[config.mk]
export PLATFORM = sky130hd
export DESIGN_NAME = lslf_mul
export DESIGN_NICKNAME = d
export VERILOG_FILES = /design/src/sv/lslf_pkg.sv /design/src/sv/lslf_mul.sv
export SDC_FILE = /design/constraint.sdc
export NUM_CORES = 2
export LEC_CHECK = 0
export ABC_AREA = 1
export BUFFER_PORTS_ARGS = -buffer_cell sky130_fd_sc_hd__buf_2
export CAP_MARGIN = 20
export CORE_ASPECT_RATIO = 1.1
export CORE_MARGIN = 3
export CORE_UTILIZATION = 60
export CTS_BUF_LIST = sky130_fd_sc_hd__clkbuf_2
export DETAILED_ROUTE_END_ITERATION = 8
export PLACE_DENSITY = 0.8
export SYNTH_ARGS = -nofsm -noshare
export SYNTH_HDL_FRONTEND = slang
export SYNTH_SLANG_ARGS = --single-unit
[constraint.sdc]
create_clock -name clk -period 6.6 [get_ports clk]
set_input_delay 0.66 -clock clk [delete_from_list [all_inputs] [get_ports clk]]
set_output_delay 0.66 -clock clk [all_outputs]
set_load 0.02 [all_outputs]
[src/sv/lslf_pkg.sv]
// types, widths and codes shared by the line fit block
`timescale 1ns / 1ps
`default_nettype none

package lslf_pkg;

    // largest number of points in one set
    localparam int MAX_POINTS = 32;
    localparam int MIN_POINTS = 2;

    // field widths
    localparam int X_W    = 24;
    localparam int Y_W    = 32;
    localparam int OUT_W  = 64;
    localparam int STAT_W = 2;

    // accumulator widths follow from the set size
    localparam int CNT_W  = $clog2(MAX_POINTS + 1);
    localparam int LOG_MP = $clog2(MAX_POINTS);
    localparam int SX_W   = X_W + LOG_MP;
    localparam int SY_W   = Y_W + LOG_MP;
    localparam int SXX_W  = 2 * X_W + LOG_MP;
    localparam int SXY_W  = X_W + Y_W + LOG_MP;

    // fit datapath
    localparam int HALF_W    = 32;
    localparam int OP_W      = 2 * HALF_W;
    localparam int ACC_W     = 2 * OP_W;
    localparam int DIV_CNT_W = $clog2(ACC_W);
    localparam int NS_SHIFT  = 28;
    localparam int NI_SHIFT  = 16;

    // result status codes
    localparam logic [STAT_W-1:0] STATUS_OK       = 2'd0;
    localparam logic [STAT_W-1:0] STATUS_FEW      = 2'd1;
    localparam logic [STAT_W-1:0] STATUS_ZERO_DEN = 2'd2;
    localparam logic [STAT_W-1:0] STATUS_TOO_MANY = 2'd3;

    // one calibration point
    typedef struct packed {
        logic signed [X_W-1:0] x_value;
        logic [Y_W-1:0]        y_reading;
        logic                  last_point;
    } point_t;

    // one fit result
    typedef struct packed {
        logic signed [OUT_W-1:0] slope;
        logic signed [OUT_W-1:0] intercept;
        logic [STAT_W-1:0]       fit_status;
    } fit_t;

endpackage

`default_nettype wire

[src/sv/lslf_mul.sv]
// shared registered 32 x 32 unsigned multiplier
`timescale 1ns / 1ps
`default_nettype none

module lslf_mul (
    input  wire logic                            clk,
    input  wire logic                            en,
    input  wire logic [lslf_pkg::HALF_W-1:0]     a,
    input  wire logic [lslf_pkg::HALF_W-1:0]     b,
    output logic      [lslf_pkg::OP_W-1:0]       prod
);

    logic [lslf_pkg::OP_W-1:0] prod_reg;

    // product register, loaded when the sequencer issues an operation
    always_ff @(posedge clk)
    begin
        if (en)
        begin
            prod_reg <= lslf_pkg::OP_W'(a) * lslf_pkg::OP_W'(b);
        end
    end

    assign prod = prod_reg;

endmodule

`default_nettype wire

### After elaboration in Yosys (flattened, before gate mapping)

Cells that the tools add are included.

| cells by class | value |
|---|---|
| $mul | 1 |

Operator list:

| operator | count |
|---|---|
| multiplier 32 x 32 -> 64 bit | 1 |

| storage, ports and cells | value |
|---|---|
| flip-flop bits (word level) | 64 |
| output and inout port bits | 64 |
| logic and storage cells | 2 |

### Longest topological paths before layout

| logic depth | value |
|---|---|
| word-level depth | 1 |
| gate-level depth with buffers | 30 |
| gate-level depth less buffers | 29 |

### Worst setup path after synthesis

OpenSTA, ideal clock, no wires.

| timing | value |
|---|---|
| path type | input-to-reg |
| start | in a[25] in the netlist's numbering |
| end | reg prod_reg (netlist bit prod[60]) (data pin) |
| arrival | 6.362 ns |
| required time | 6.348 ns |
| path slack | -0.015 ns |
| cell stages on the path | 26 |
| path buffers | 1 |
| path through | clkbuf_1 > nand2_1 > fa_1 > inv_1 > fa_1 > inv_1 > fa_1 > inv_1 > fa_1 > fa_1 > fa_1 > fa_1 > inv_1 > fa_1 > inv_1 > ha_1 > nand2_1 > nand2_1 > a21oi_1 > nand2_1 > nand2_1 > nand2_1 > a21oi_1 > nand2_1 > nand2_1 > nand2_1 |

| between the ends | value |
|---|---|
| cells in the longest elaborated chain, start to end | 1 |

Ends and longest elaborated chain:

| item | line | source |
|---|---|---|
| start, declared | lslf_mul.sv:8 | `input wire logic [lslf_pkg::HALF_W-1:0] a,` |
| multiplier 32 x 32 -> 64 bit | lslf_mul.sv:20 | `prod_reg <= lslf_pkg::OP_W'(a) * lslf_pkg::OP_W'(b);` |
| end signal, assigned | lslf_mul.sv:20 |  |
| end, declared | lslf_mul.sv:13 | `logic [lslf_pkg::OP_W-1:0] prod_reg;` |

No other way between the ends.
A chain may end at the register's enable or synchronous reset.

### Final worst setup path

| timing | value |
|---|---|
| start | in b[2] in the netlist's numbering |
| end | reg prod_reg (netlist bit prod[40]) (data pin) |

| between the ends | value |
|---|---|
| cells in the longest elaborated chain, start to end | 1 |

Ends and longest elaborated chain:

| item | line | source |
|---|---|---|
| start, declared | lslf_mul.sv:9 | `input wire logic [lslf_pkg::HALF_W-1:0] b,` |
| multiplier 32 x 32 -> 64 bit | lslf_mul.sv:20 |  |

No other way between the ends.

==> flow_metrics.tcl <==
set metrics [dict create \
    syn_area_per_cell_um2 7.57 \
    grt_pass1_wl_um 167000 \
    num_io_pins 130 \
    endpoint_kind "flip-flop" \
    syn_inst 5023 \
    dp_hpwl_um 90800 \
    grt_antenna_before_repair 5 \
    portBuffers 129 \
    rsz0062_at_grt "true" \
    largest_reg_flops 64 \
    final_area_um2 42600 \
    finalSetupTns_ns 0 \
    period_share_pct 98.2 \
    crit_arrival_ns 6.78 \
    cts_tree "built" \
    synth_area_um2 38000 \
    cts-buffers-inserted 9 \
    die-width_um 246 \
    fin_nets 6556 \
    critPathKind "primary input to flip-flop" \
    root_buffer "clkbuf_2" \
    ys_seq_area_share_pct 5.05 \
    hp-class "primary input to flip-flop" \
    dieArea_um2 66500 \
    max_clock_freq_mhz 154 \
    avgViaCountPerCell 5.10 \
    wirelength_um 102000 \
    maxCapViolCount 0 \
    htree_levels 3 \
    die_height_um 270 \
    cts.sinks 64 \
    path_buf_inv 6 \
    grt_pass1_vias 33492 \
    yosysWarnings 0 \
    required_ns 6.90 \
    gr-usage-all-layers_pct 31.6 \
    slew-limit-headroom_pct 39.4 \
    ys_types 23 \
    layout-drive-gt1-share_pct 12.4 \
    ys_seq_elements 64 \
    drv_slew 0 \
    clk_pin_slew_ns 0.26 \
    postCtsSetupBuffers 0 \
    grt_max_degree 65 \
    worstMarginPinSlew_ns 0.909 \
    cts.path.max_buffers 2 \
    slowest_stage "fa_1" \
    finalCriticalPeriod_ns 6.48 \
    drcViolationCount 0 \
    grt_overflow 0 \
    crit_family "adder cells" \
    wire_per_inst_um 16.6 \
    status "complete, no violations" \
    first_pass_iters 6 \
    place_congestion 0.957 \
    drtIter0Drc 2430 \
    critPathMaxFanout 10 \
    setup-violations-final 0 \
    core_area_um2 62600 \
    vias 31497 \
    final_antenna_net_count 0 \
    cpPeakStageDelay_ns 0.58 \
    setup.worst_path.start_class "primary input" \
    crit_top_cell "fa_1" \
    dpl_cell_area_um2 41900 \
    syn-num-nets 6248 \
    initial_core_util_pct 60.8 \
    fp-row-count 96 \
    hold_viol 0 \
    synthToLayoutAreaGrowth_pct 12.1 \
]
## stage by stage
step,hold WS (ns),util [%],cells,setup WS [ns]
2_1_floorplan,0.772,-,5023,0.0229
3_3_place_gp,1.11,66.9,6153,-0.585
3_5_place_dp,1.11,66.9,6153,-0.678
4_1_cts,0.846,67.2,6169,0.00345
5_1_grt,0.843,68.1,6172,-0.0392
6_report,0.846,68.1,6173,0.119
## worst paths after layout
check | depth (start not counted) | slack [ns] | endpoint | from
worst max-delay path | 25 | 0.12 | prod[40] | b[2]
worst min-delay path | 2 | 0.85 | prod[8] | en
## cells in the mapped netlist, drive strengths merged
cell | count | area, um2
fa | 896 | 17900
nand3 | 65 | 370
o21ai | 2 | 10.0
nand2 | 1581 | 5970
a21oi | 43 | 215
xor2 | 33 | 289
ha | 263 | 3290
edfxtp | 64 | 1920
o21bai | 12 | 93.8
nor3 | 18 | 131
inv | 1735 | 6510
nor2 | 101 | 459
xnor2 | 2 | 17.5
clkbuf | 192 | 721
nand4 | 16 | 100
## layer usage
metal / GRT usage [%] / vias up / wire length (um)
li1: - / 14300 / -
met5: 0 / - / 18
met4: 13.6 / 2 / 4960
met1: 39.5 / 15498 / 37600
met3: 3.41 / 316 / 6870
met2: 55.6 / 1381 / 53000
## layout make-up
| class | count | area (um2) |
|---|---|---|
| multi-input combinational | 3032 | 29300 |
| antenna | 4 | 10.0 |
| tap | 833 | 1040 |
| inverter | 1735 | 6510 |
| sequential | 64 | 1920 |
| clock buffer | 9 | 45.0 |
| timing repair buffer | 489 | 3670 |
| clock inverter | 7 | 78.8 |
| fill | 4943 | 20000 |
## placed cells by master, fill, tap and decap left out, types with 10 or more instances in the layout
| master | instances |
|---|---|
| nand2_2 | 30 |
| buf_6 | 13 |
| edfxtp_1 | 64 |
| nor3_1 | 10 |
| fa_1 | 883 |
| inv_1 | 1721 |
| buf_12 | 15 |
| xor2_1 | 33 |
| nand3_2 | 10 |
| a21oi_1 | 32 |
| ha_1 | 237 |
| fa_2 | 13 |
| nand4_1 | 16 |
| nand2_1 | 1550 |
| nor2_4 | 10 |
| a21oi_2 | 11 |
| nand3_1 | 55 |
| o21bai_1 | 10 |
| buf_2 | 95 |
| inv_2 | 14 |
| buf_4 | 353 |
| nor2_2 | 34 |
| clkbuf_4 | 13 |
| ha_4 | 17 |
| nor2_1 | 57 |
## kinds of logic (layout without fill, tap and decap cells)
| family | Yosys count | count (layout) | share of synthesized area, % |
|---|---|---|---|
| buffers and inverters | 1927 | 2240 | 19.0 |
| AND/OR/NAND/NOR | 1781 | 1781 | 18.5 |
| adder cells (fa/ha/maj) | 1159 | 1159 | 55.8 |
| flip-flops | 64 | 64 | 5.05 |
| AO/OA/AOI/OAI | 57 | 57 | 0.839 |
| XOR/XNOR | 35 | 35 | 0.806 |
| other | 0 | 4 | 0 |
## timing repair
action / CTS / global route
gates cloned: 0 / 0
resized for setup: 7 / 169
pin swaps: 0 / 22
hold buffers: 0 / 0
setup endpoints to repair: 15 / 47
Power is left out: the tool's default activity adds up to more than one toggle a clock period on the data nets, which glitch-free logic cannot reach.
